## config.mk

```make
export PLATFORM = sky130hd
export DESIGN_NAME = sha256_message_digest_flat
export DESIGN_NICKNAME = d
export VERILOG_FILES = /design/src/sv/sha_pkg.sv /design/src/sv/sha_if.sv /design/src/sv/sha_core.sv /design/src/sv/sha256_message_digest.sv /design/src/flat_wrapper.sv
export SDC_FILE = /design/constraint.sdc
export NUM_CORES = 2
export LEC_CHECK = 0
export BUFFER_PORTS_ARGS = -buffer_cell sky130_fd_sc_hd__buf_2
export CELL_PAD_IN_SITES_DETAIL_PLACEMENT = 1
export CELL_PAD_IN_SITES_GLOBAL_PLACEMENT = 2
export CORE_UTILIZATION = 47
export CTS_BUF_LIST = sky130_fd_sc_hd__clkbuf_2
export DETAILED_ROUTE_END_ITERATION = 8
export GPL_TIMING_DRIVEN = 0
export PLACE_DENSITY_LB_ADDON = 0.15
export SYNTH_ARGS = -nofsm -noshare
export SYNTH_HDL_FRONTEND = slang
export SYNTH_SLANG_ARGS = --single-unit
```

## constraint.sdc

```tcl
create_clock -name clock -period 14.7 [get_ports clock]
set_input_delay 0.735 -clock clock [delete_from_list [all_inputs] [get_ports clock]]
set_output_delay 0.735 -clock clock [all_outputs]
set_load 0.05 [all_outputs]
```

## src/sv/sha_pkg.sv

```systemverilog
`default_nettype none
package sha_pkg;

   localparam int unsigned RoundCount = 64;

   typedef logic [31:0] word_type;

   function automatic word_type round_constant(input logic [5:0] idx);
      word_type k;
      begin
         case (idx)
            6'd0:  k = 32'h428a2f98;  6'd1:  k = 32'h71374491;
            6'd2:  k = 32'hb5c0fbcf;  6'd3:  k = 32'he9b5dba5;
            6'd4:  k = 32'h3956c25b;  6'd5:  k = 32'h59f111f1;
            6'd6:  k = 32'h923f82a4;  6'd7:  k = 32'hab1c5ed5;
            6'd8:  k = 32'hd807aa98;  6'd9:  k = 32'h12835b01;
            6'd10: k = 32'h243185be;  6'd11: k = 32'h550c7dc3;
            6'd12: k = 32'h72be5d74;  6'd13: k = 32'h80deb1fe;
            6'd14: k = 32'h9bdc06a7;  6'd15: k = 32'hc19bf174;
            6'd16: k = 32'he49b69c1;  6'd17: k = 32'hefbe4786;
            6'd18: k = 32'h0fc19dc6;  6'd19: k = 32'h240ca1cc;
            6'd20: k = 32'h2de92c6f;  6'd21: k = 32'h4a7484aa;
            6'd22: k = 32'h5cb0a9dc;  6'd23: k = 32'h76f988da;
            6'd24: k = 32'h983e5152;  6'd25: k = 32'ha831c66d;
            6'd26: k = 32'hb00327c8;  6'd27: k = 32'hbf597fc7;
            6'd28: k = 32'hc6e00bf3;  6'd29: k = 32'hd5a79147;
            6'd30: k = 32'h06ca6351;  6'd31: k = 32'h14292967;
            6'd32: k = 32'h27b70a85;  6'd33: k = 32'h2e1b2138;
            6'd34: k = 32'h4d2c6dfc;  6'd35: k = 32'h53380d13;
            6'd36: k = 32'h650a7354;  6'd37: k = 32'h766a0abb;
            6'd38: k = 32'h81c2c92e;  6'd39: k = 32'h92722c85;
            6'd40: k = 32'ha2bfe8a1;  6'd41: k = 32'ha81a664b;
            6'd42: k = 32'hc24b8b70;  6'd43: k = 32'hc76c51a3;
            6'd44: k = 32'hd192e819;  6'd45: k = 32'hd6990624;
            6'd46: k = 32'hf40e3585;  6'd47: k = 32'h106aa070;
            6'd48: k = 32'h19a4c116;  6'd49: k = 32'h1e376c08;
            6'd50: k = 32'h2748774c;  6'd51: k = 32'h34b0bcb5;
            6'd52: k = 32'h391c0cb3;  6'd53: k = 32'h4ed8aa4a;
            6'd54: k = 32'h5b9cca4f;  6'd55: k = 32'h682e6ff3;
            6'd56: k = 32'h748f82ee;  6'd57: k = 32'h78a5636f;
            6'd58: k = 32'h84c87814;  6'd59: k = 32'h8cc70208;
            6'd60: k = 32'h90befffa;  6'd61: k = 32'ha4506ceb;
            6'd62: k = 32'hbef9a3f7;  6'd63: k = 32'hc67178f2;
            default: k = '0;
         endcase
         return k;
      end
   endfunction

   function automatic word_type initial_hash(input logic [2:0] idx);
      word_type h;
      begin
         case (idx)
            3'd0: h = 32'h6a09e667;  3'd1: h = 32'hbb67ae85;
            3'd2: h = 32'h3c6ef372;  3'd3: h = 32'ha54ff53a;
            3'd4: h = 32'h510e527f;  3'd5: h = 32'h9b05688c;
            3'd6: h = 32'h1f83d9ab;  3'd7: h = 32'h5be0cd19;
            default: h = '0;
         endcase
         return h;
      end
   endfunction

   // Control from the sequencer to the compression core.
   typedef struct packed {
      logic       start;
      logic [5:0] round;
      logic       round_en;
   } core_ctrl_type;

endpackage
`default_nettype wire

```

## src/sv/sha_if.sv

```systemverilog
`default_nettype none
interface sha_req_if;
   logic       valid;
   logic       ready;
   logic [7:0] data_byte;
   logic       has_byte;
   logic       end_of_message;
   modport source (output valid, data_byte, has_byte, end_of_message, input ready);
   modport sink   (input valid, data_byte, has_byte, end_of_message, output ready);
endinterface

interface sha_rsp_if;
   logic        valid;
   logic        ready;
   logic [31:0] digest_word;
   logic        last_word;
   modport source (output valid, digest_word, last_word, input ready);
   modport sink   (input valid, digest_word, last_word, output ready);
endinterface
`default_nettype wire

```

## src/sv/sha_core.sv

```systemverilog
`default_nettype none
module sha_core
   import sha_pkg::*;
(
   input  wire logic          clock,
   input  wire core_ctrl_type ctrl,
   input  wire word_type      w_word,
   input  wire word_type      h_in [8],
   output word_type           h_out [8]
);

   word_type v_ff [8];
   word_type v_in [8];

   function automatic word_type rotr(input word_type x, input int unsigned n);
      return (x >> n) | (x << (32 - n));
   endfunction

   word_type s1, ch, s0, maj, t1, t2;

   always_comb begin
      s1  = rotr(v_ff[4], 6) ^ rotr(v_ff[4], 11) ^ rotr(v_ff[4], 25);
      ch  = (v_ff[4] & v_ff[5]) ^ (~v_ff[4] & v_ff[6]);
      s0  = rotr(v_ff[0], 2) ^ rotr(v_ff[0], 13) ^ rotr(v_ff[0], 22);
      maj = (v_ff[0] & v_ff[1]) ^ (v_ff[0] & v_ff[2]) ^ (v_ff[1] & v_ff[2]);
      t1  = v_ff[7] + s1 + ch + round_constant(ctrl.round) + w_word;
      t2  = s0 + maj;
      v_in = v_ff;
      if (ctrl.start) begin
         v_in = h_in;
      end else if (ctrl.round_en) begin
         v_in[7] = v_ff[6];
         v_in[6] = v_ff[5];
         v_in[5] = v_ff[4];
         v_in[4] = v_ff[3] + t1;
         v_in[3] = v_ff[2];
         v_in[2] = v_ff[1];
         v_in[1] = v_ff[0];
         v_in[0] = t1 + t2;
      end
      for (int i = 0; i < 8; i++) begin
         h_out[i] = h_in[i] + v_ff[i];
      end
   end

   always_ff @(posedge clock) begin
      v_ff <= v_in;
   end

endmodule
`default_nettype wire

```

## src/sv/sha256_message_digest.sv

```systemverilog
`default_nettype none
// SHA-256 digest engine that takes one message byte per beat. Bytes are packed
// big-endian into a 64-byte block memory. A beat that neither completes a
// block nor ends the message leaves the engine idle, so such beats can follow
// back to back. When a block fills, the engine reads it back one byte per
// cycle and packs it into a 16-word schedule memory, loads the working
// variables and runs the 64 rounds. The schedule memory read taps are
// registered, so each round has a read state, ST_RD, that reads the taps,
// and a compute state, ST_RND, that computes and writes back. The result is
// then folded into the chaining value; input is not accepted until the block
// is done. The beat that ends the message, with or without a byte, starts a
// padding sweep that writes 0x80, zeros and, where it fits, the 64-bit bit
// length over the rest of the block, one byte per cycle; when that beat fills
// the block, the sweep starts from address zero after the compression. With
// 56 or more bytes pending, the length goes into a second block, which adds a
// full sweep from address zero and a second compression. The eight digest
// words then leave as eight result beats, word H0 first, one per cycle while
// the receiver is ready, and the engine returns to the standard initial hash
// value. Input is held off from the end beat until the last digest beat is
// taken.
module sha256_message_digest
   import sha_pkg::*;
(
   input  wire logic clock,
   input  wire logic reset,
   sha_req_if.sink   req,
   sha_rsp_if.source rsp
);

   typedef enum logic [3:0] {
      ST_IDLE, ST_PACK, ST_LOAD, ST_RD, ST_RND, ST_FOLD, ST_PAD, ST_OUT
   } state_type;

   state_type  state_ff;
   logic [5:0] fill_ff;       // pending bytes in the block buffer
   logic [63:0] bitlen_ff;
   logic       final_ff;      // current compression is the closing block
   logic       extra_ff;      // the message has ended; padding is still due
   logic       mark_ff;       // the 0x80 marker byte has been written
   logic [6:0] rnd_ff;        // round counter, also byte counter in the pack
   logic [2:0] out_idx_ff;
   word_type   hash_ff [8];

   // Block buffer, 64 bytes, one write port and one read port.
   logic [7:0] buf_mem [64];
   // Schedule window, 16 words.
   word_type   win_mem [16];

   word_type   h_out [8];
   core_ctrl_type ctrl;

   // Byte accept
   logic       acc;
   logic [6:0] fill_sum;
   assign req.ready = (state_ff == ST_IDLE);
   assign acc = req.valid && req.ready;
   assign fill_sum = {1'b0, fill_ff} + {6'd0, req.has_byte};

   // Buffer write mux: accepted bytes, or padding bytes during ST_PAD.
   logic       bw_en;
   logic [5:0] bw_addr;
   logic [7:0] bw_data;

   // Pack reads: one byte per cycle, shifted into a word.
   logic [5:0] br_addr;
   logic [7:0] br_ff;
   word_type   pack_ff;
   word_type   pack_word;

   // Window read taps, registered.
   logic [3:0] t_idx;
   word_type   x2_ff, x7_ff, x15_ff, x16_ff;
   word_type   w_word;

   function automatic word_type rotr(input word_type x, input int unsigned n);
      return (x >> n) | (x << (32 - n));
   endfunction

   assign t_idx = rnd_ff[3:0];
   assign pack_word = {pack_ff[23:0], br_ff};

   always_ff @(posedge clock) begin
      if (bw_en) buf_mem[bw_addr] <= bw_data;
      br_ff <= buf_mem[br_addr];
   end

   // During the pack, byte k arrives from the memory at count k + 1, so a word
   // is complete at every count that is a nonzero multiple of four.
   always_ff @(posedge clock) begin
      if (state_ff == ST_PACK && rnd_ff != 7'd0) pack_ff <= pack_word;
   end

   always_ff @(posedge clock) begin
      x2_ff  <= win_mem[t_idx - 4'd2];
      x7_ff  <= win_mem[t_idx - 4'd7];
      x15_ff <= win_mem[t_idx - 4'd15];
      x16_ff <= win_mem[t_idx];
      if (state_ff == ST_PACK && rnd_ff[1:0] == 2'd0 && rnd_ff != 7'd0) begin
         win_mem[rnd_ff[5:2] - 4'd1] <= pack_word;
      end else if (state_ff == ST_RND && rnd_ff >= 7'd16) begin
         win_mem[t_idx] <= w_word;
      end
   end

   always_comb begin
      if (rnd_ff < 7'd16) begin
         w_word = x16_ff;
      end else begin
         w_word = (rotr(x2_ff, 17) ^ rotr(x2_ff, 19) ^ (x2_ff >> 10)) + x7_ff
                + (rotr(x15_ff, 7) ^ rotr(x15_ff, 18) ^ (x15_ff >> 3)) + x16_ff;
      end
   end

   // Padding byte at sweep position rnd_ff. The length goes into this block
   // when the marker has already gone out or when it leaves room for it.
   logic       len_blk;
   logic [7:0] pad_byte;
   assign len_blk = mark_ff || (fill_ff < 6'd56);
   always_comb begin
      pad_byte = 8'h00;
      if (!mark_ff && rnd_ff[5:0] == fill_ff) begin
         pad_byte = 8'h80;
      end else if (len_blk && rnd_ff[5:0] >= 6'd56) begin
         pad_byte = bitlen_ff[{~rnd_ff[2:0], 3'b000} +: 8];
      end
   end

   always_comb begin
      bw_en = 1'b0;
      bw_addr = fill_ff;
      bw_data = req.data_byte;
      if (acc && req.has_byte) bw_en = 1'b1;
      if (state_ff == ST_PAD) begin
         bw_en   = 1'b1;
         bw_addr = rnd_ff[5:0];
         bw_data = pad_byte;
      end
      br_addr = rnd_ff[5:0];
   end

   always_comb begin
      ctrl.start    = (state_ff == ST_LOAD);
      ctrl.round    = rnd_ff[5:0];
      ctrl.round_en = (state_ff == ST_RND);
   end

   sha_core u_core (
      .clock(clock), .ctrl(ctrl), .w_word(w_word),
      .h_in(hash_ff), .h_out(h_out)
   );

   assign rsp.valid       = (state_ff == ST_OUT);
   assign rsp.digest_word = hash_ff[out_idx_ff];
   assign rsp.last_word   = (out_idx_ff == 3'd7);

   // Sequencer. A closing sweep starts at the pending byte count: the marker,
   // then zeros, then the length if it fits. When it does not fit, or when the
   // closing byte itself filled the block, a sweep from address zero
   // follows the compression, and that one carries the length.
   always_ff @(posedge clock) begin
      if (reset) begin
         state_ff   <= ST_IDLE;
         fill_ff    <= '0;
         bitlen_ff  <= '0;
         final_ff   <= 1'b0;
         extra_ff   <= 1'b0;
         mark_ff    <= 1'b0;
         rnd_ff     <= '0;
         out_idx_ff <= '0;
         for (int i = 0; i < 8; i++) hash_ff[i] <= initial_hash(3'(i));
      end else begin
         case (state_ff)
            ST_IDLE: begin
               if (acc) begin
                  if (req.has_byte) bitlen_ff <= bitlen_ff + 64'd8;
                  fill_ff  <= fill_sum[5:0];
                  final_ff <= 1'b0;
                  extra_ff <= req.end_of_message;
                  mark_ff  <= 1'b0;
                  rnd_ff   <= '0;
                  if (fill_sum[6]) begin
                     state_ff <= ST_PACK;
                  end else if (req.end_of_message) begin
                     state_ff <= ST_PAD;
                     rnd_ff   <= {1'b0, fill_sum[5:0]};
                  end
               end
            end
            ST_PAD: begin
               if (rnd_ff[5:0] == 6'd63) begin
                  final_ff <= len_blk;
                  mark_ff  <= 1'b1;
                  state_ff <= ST_PACK;
                  rnd_ff   <= '0;
               end else begin
                  rnd_ff <= rnd_ff + 7'd1;
               end
            end
            ST_PACK: begin
               if (rnd_ff == 7'd64) begin
                  state_ff <= ST_LOAD;
                  rnd_ff   <= '0;
               end else begin
                  rnd_ff <= rnd_ff + 7'd1;
               end
            end
            ST_LOAD: state_ff <= ST_RD;
            ST_RD:   state_ff <= ST_RND;
            ST_RND: begin
               if (rnd_ff == 7'd63) begin
                  state_ff <= ST_FOLD;
               end else begin
                  rnd_ff   <= rnd_ff + 7'd1;
                  state_ff <= ST_RD;
               end
            end
            ST_FOLD: begin
               for (int i = 0; i < 8; i++) hash_ff[i] <= h_out[i];
               rnd_ff  <= '0;
               fill_ff <= '0;
               if (final_ff) begin
                  state_ff   <= ST_OUT;
                  out_idx_ff <= '0;
               end else if (extra_ff) begin
                  state_ff <= ST_PAD;
               end else begin
                  state_ff <= ST_IDLE;
               end
            end
            ST_OUT: begin
               if (rsp.ready) begin
                  out_idx_ff <= out_idx_ff + 3'd1;
                  if (out_idx_ff == 3'd7) begin
                     state_ff  <= ST_IDLE;
                     fill_ff   <= '0;
                     bitlen_ff <= '0;
                     final_ff  <= 1'b0;
                     extra_ff  <= 1'b0;
                     mark_ff   <= 1'b0;
                     for (int i = 0; i < 8; i++) hash_ff[i] <= initial_hash(3'(i));
                  end
               end
            end
            default: state_ff <= ST_IDLE;
         endcase
      end
   end

`ifndef SYNTH
   a_no_accept_busy: assert property (@(posedge clock) disable iff (reset)
      (state_ff != ST_IDLE) |-> !req.ready) else $error("accept while busy");
   a_out_only: assert property (@(posedge clock) disable iff (reset)
      rsp.valid |-> (state_ff == ST_OUT)) else $error("stray digest beat");
   a_last_idle: assert property (@(posedge clock) disable iff (reset)
      (rsp.valid && rsp.ready && rsp.last_word) |=> (state_ff == ST_IDLE))
      else $error("no return to idle");
   a_round_range: assert property (@(posedge clock) disable iff (reset)
      (state_ff == ST_RND) |-> (rnd_ff < 7'd64)) else $error("round overrun");
`endif

endmodule
`default_nettype wire
```

## src/flat_wrapper.sv

```systemverilog
// flat-port wrapper written by rule: the top's interface ports become plain ports
module sha256_message_digest_flat import sha_pkg::*;
  (clock, reset, req_valid, req_data_byte, req_has_byte, req_end_of_message, req_ready, rsp_valid, rsp_digest_word, rsp_last_word, rsp_ready);
  sha_req_if req_i ();
  sha_rsp_if rsp_i ();
  input  wire logic clock;
  input  wire logic reset;
  input wire logic [$bits(req_i.valid)-1:0] req_valid;
  input wire logic [$bits(req_i.data_byte)-1:0] req_data_byte;
  input wire logic [$bits(req_i.has_byte)-1:0] req_has_byte;
  input wire logic [$bits(req_i.end_of_message)-1:0] req_end_of_message;
  output wire logic [$bits(req_i.ready)-1:0] req_ready;
  output wire logic [$bits(rsp_i.valid)-1:0] rsp_valid;
  output wire logic [$bits(rsp_i.digest_word)-1:0] rsp_digest_word;
  output wire logic [$bits(rsp_i.last_word)-1:0] rsp_last_word;
  input wire logic [$bits(rsp_i.ready)-1:0] rsp_ready;
  assign req_i.valid = req_valid;
  assign req_i.data_byte = req_data_byte;
  assign req_i.has_byte = req_has_byte;
  assign req_i.end_of_message = req_end_of_message;
  assign req_ready = req_i.ready;
  assign rsp_valid = rsp_i.valid;
  assign rsp_digest_word = rsp_i.digest_word;
  assign rsp_last_word = rsp_i.last_word;
  assign rsp_i.ready = rsp_ready;
  sha256_message_digest u_core (.clock(clock), .reset(reset), .req(req_i), .rsp(rsp_i));
endmodule
```

==> results.py <==
metrics = {
    "critical_path": {
        "crit_arrival_ps": 15150,
        "cp-end-kind": "register",
        "worstPathRequired_ps": 16370,
        "regToRegSetupSlack_ps": 1220,
        "cp_max_fo": 6,
        "crit_type": "register to register",
        "r2r-end": "u_core.u_core.v_ff[255]",
        "reg2reg_depth": 45,
        "cp-startpoint": "u_core.x2_ff[21]",
        "slowest_delay_ps": 1110,
        "cp-endpoint": "u_core.u_core.v_ff[255]",
        "path_common_cell": "inv_1",
        "r2r_start": "u_core.x2_ff[21]",
        "slowest_stage": "a21oi_1",
        "startpoint_type": "register",
    },
    "synth": {
        "ys_ff_latch": 1811,
        "synth_cells": 8835,
        "yosys.area_share.adder": 0.0861,
        "synth_xor_area_frac": 0.0529,
        "synth_compound_area_frac": 0.100,
        "synth_top_family_by_area": "multiplexers",
        "yosys_warnings": 0,
        "post-synth-top-count-cell": "edfxtp_1",
        "syn_area_um2": 106000,
        "synth_mux_area_frac": 0.166,
        "yosysSeqAreaShare": 0.466,
        "synth_edf_count": 1304,
        "synth_ff_type": "edfxtp_1",
        "ys_types": 90,
        "netlist.area_leader.share": 0.370,
        "async_flop_share": 0,
        "synth_nets": 9446,
        "synth_area_leaders": "edfxtp_1 37%, mux4_2 16%, dfxtp_1 9.6%",
        "synth.top_cells.by_count": "1304 x edfxtp_1, 1104 x nand2_1, 736 x mux4_2",
        "avgSynthCellArea_um2": 12.0,
        "synth_largest_area_cell": "edfxtp_1",
        "synth-simple-area-share": 0.0941,
    },
    "timing": {
        "whs_ps": 196,
        "skew_ps": 286,
        "worst_pin_slew_ps": 1520,
        "relSlewSlack": -0.0204,
        "finalHoldViolCount": 0,
        "rsz0062_at_grt": "false",
        "setup_violations": 0,
        "fin_ws_ps": 1220,
        "drv_slew": 6,
        "period_share": 0.917,
        "min_period_ps": 13480,
        "clock.fmax_mhz": 74.2,
    },
    "floorplanning": {
        "fp.dieH_um": 477,
        "rows": 173,
        "die-area_um2": 227000,
        "fp.coreArea_um2": 223000,
        "start_util": 0.475,
        "die_w_um": 477,
        "ios": 49,
    },
    "global_routing": {
        "antenna_found_initial": 22,
        "gr-total-overflow": 0,
        "grt_max_degree": 41,
        "grt_pass1_vias": 84800,
        "grt_pass1_wl_um": 617000,
        "grt.total_usage": 0.382,
    },
    "clocking": {
        "cts_max_path_buffers": 4,
        "root_buffer": "clkbuf_2",
        "postCtsSetupBuffers": 0,
        "clk_pin_slew_ps": 120,
        "cts_sinks": 1811,
        "cts-htree-levels": 5,
        "cts_tree": "done",
        "numCtsBuffers": 483,
        "clk_latency_ps": 2040,
    },
    "route": {
        "post_drt_wl_per_cell_um": 34.1,
        "routed_wl_um": 438000,
        "drc_errors": 0,
        "antenna_left": 0,
        "drt-initial-drc-count": 8411,
        "firstDrtPassIters": 6,
        "vias": 82500,
        "detail_route.vias_per_cell": 6.42,
    },
    "outcome": {
        "outcome": "finished with violations",
        "violations": "capacitance limit, slew limit",
    },
    "finish": {
        "nNetsFinal": 10100,
        "stdcell_area_um2": 116000,
        "drive_gt1_frac": 0.181,
        "synthToLayoutAreaGrowth_pct": 9.76,
        "fill_cells": 23700,
    },
    "place": {
        "dpl_worst_slack_ps": 1480,
        "dpl-instance-area_um2": 111000,
        "portBuffers": 48,
        "place.detailed.hpwl_um": 335000,
        "place_congestion": 1.00,
    },
    "min_path": {
        "hold_depth": 7,
        "hold_path.class": "primary input to register",
        "hold_start": "req_end_of_message",
    },
    "flow_run": {
        "cap_violations": 3,
    },
}
layout by cell type, fill, tap and decap left out, types with 26 or more instances in the layout:
cell type,instances
a22oi_1,82
nand2b_1,161
xnor2_1,427
dfxtp_1,507
a21oi_1,472
or3_1,37
buf_1,88
a21o_1,168
nor2b_1,42
o22ai_1,104
a31oi_1,69
o211ai_1,33
mux2_2,71
nand2_1,1104
a211oi_1,49
edfxtp_1,1304
nand4_1,26
o21bai_1,51
fa_1,195
nor3_1,82
xor2_1,211
clkbuf_2,719
buf_2,67
inv_1,464
o21ai_0,352
buf_12,29
clkbuf_1,383
o21a_1,50
nor2_1,538
nand3_1,97
ha_1,402
mux4_2,736
clkinv_1,139
and3_1,62
dlygate4sd3_1,28
per-layer routing:
layer	GRT usage	wire length (µm)
met5	0	15
met4	0.256	33800
met3	0.0846	38400
met2	0.610	204000
met1	0.464	162000
cells by family after synthesis:
group / Yosys count
flops: 1811
compound gates: 1692
simple gates: 2273
xor+xnor: 640
mux: 832
fa+ha+maj: 616
buf+inv: 971
registers in the layout, summed over array words and instances, names as in the netlist, named ones only:
register            cells
u_core.rnd_ff           7
u_core.fill_ff          6
u_core.x16_ff          32
u_core.state_ff         3
u_core.br_ff            8
u_core.extra_ff         1
u_core.x2_ff           32
u_core.x15_ff          32
u_core.u_core.v_ff    256
u_core.final_ff         1
u_core.bitlen_ff       61
u_core.out_idx_ff       3
u_core.pack_ff         24
u_core.hash_ff        256
u_core.win_mem        512
u_core.x7_ff           32
u_core.mark_ff          1
u_core.buf_mem        512
worst min path at each step:
| stage | to | slack (ps) |
|---|---|---|
| 6_report | u_core.state_ff[1] | 200 |
| 5_1_grt | u_core.bitlen_ff[7] | 90 |
| 4_1_cts | u_core.state_ff[1] | 20 |
| 3_5_place_dp | u_core.pack_ff[18] | 440 |
| 3_3_place_gp | u_core.pack_ff[4] | 420 |
| 2_1_floorplan | u_core.pack_ff[1] | 400 |
area by class of cell:
class	instances	area, µm²	share of cell area
Timing Repair Buffer	149	1790	0.0154
Buffer	500	1930	0.0166
Tap cell	2975	3720	0.0320
Multi-Input combinational cell	6053	53200	0.458
Antenna cell	16	40.0	0.000344
Clock buffer	711	3560	0.0306
Sequential cell	1811	49300	0.424
Clock inverter	174	901	0.00775
Inverter	471	1770	0.0153
through the flow:
| stage | TNS, ps | util | cells |
|---|---|---|---|
| floorplan | 0 | - | 8835 |
| global placement | -1601750 | 0.492 | 11900 |
| detailed placement | 0 | 0.499 | 11900 |
| CTS | 0 | 0.521 | 12800 |
| global route | 0 | 0.521 | 12900 |
| finish | 0 | 0.521 | 12900 |
repair_timing:
action                                 in CTS  in global routing
resized for setup                           0                  0
hold buffers                               28                  0
endpoints found under the hold margin     601                  0
critical path, delay by kind of cell, from the launching register on:
| family | cells | cell delay, ps |
|---|---|---|
| fa+ha+maj | 9 | 3680 |
| compound gates | 17 | 4940 |
| buf+inv | 7 | 560 |
| xor+xnor | 6 | 2090 |
| flops | 1 | 630 |
| simple gates | 6 | 1130 |
Power is not shown: default switching activity piles up to over one toggle a cycle in this logic, so the estimate is an artifact.
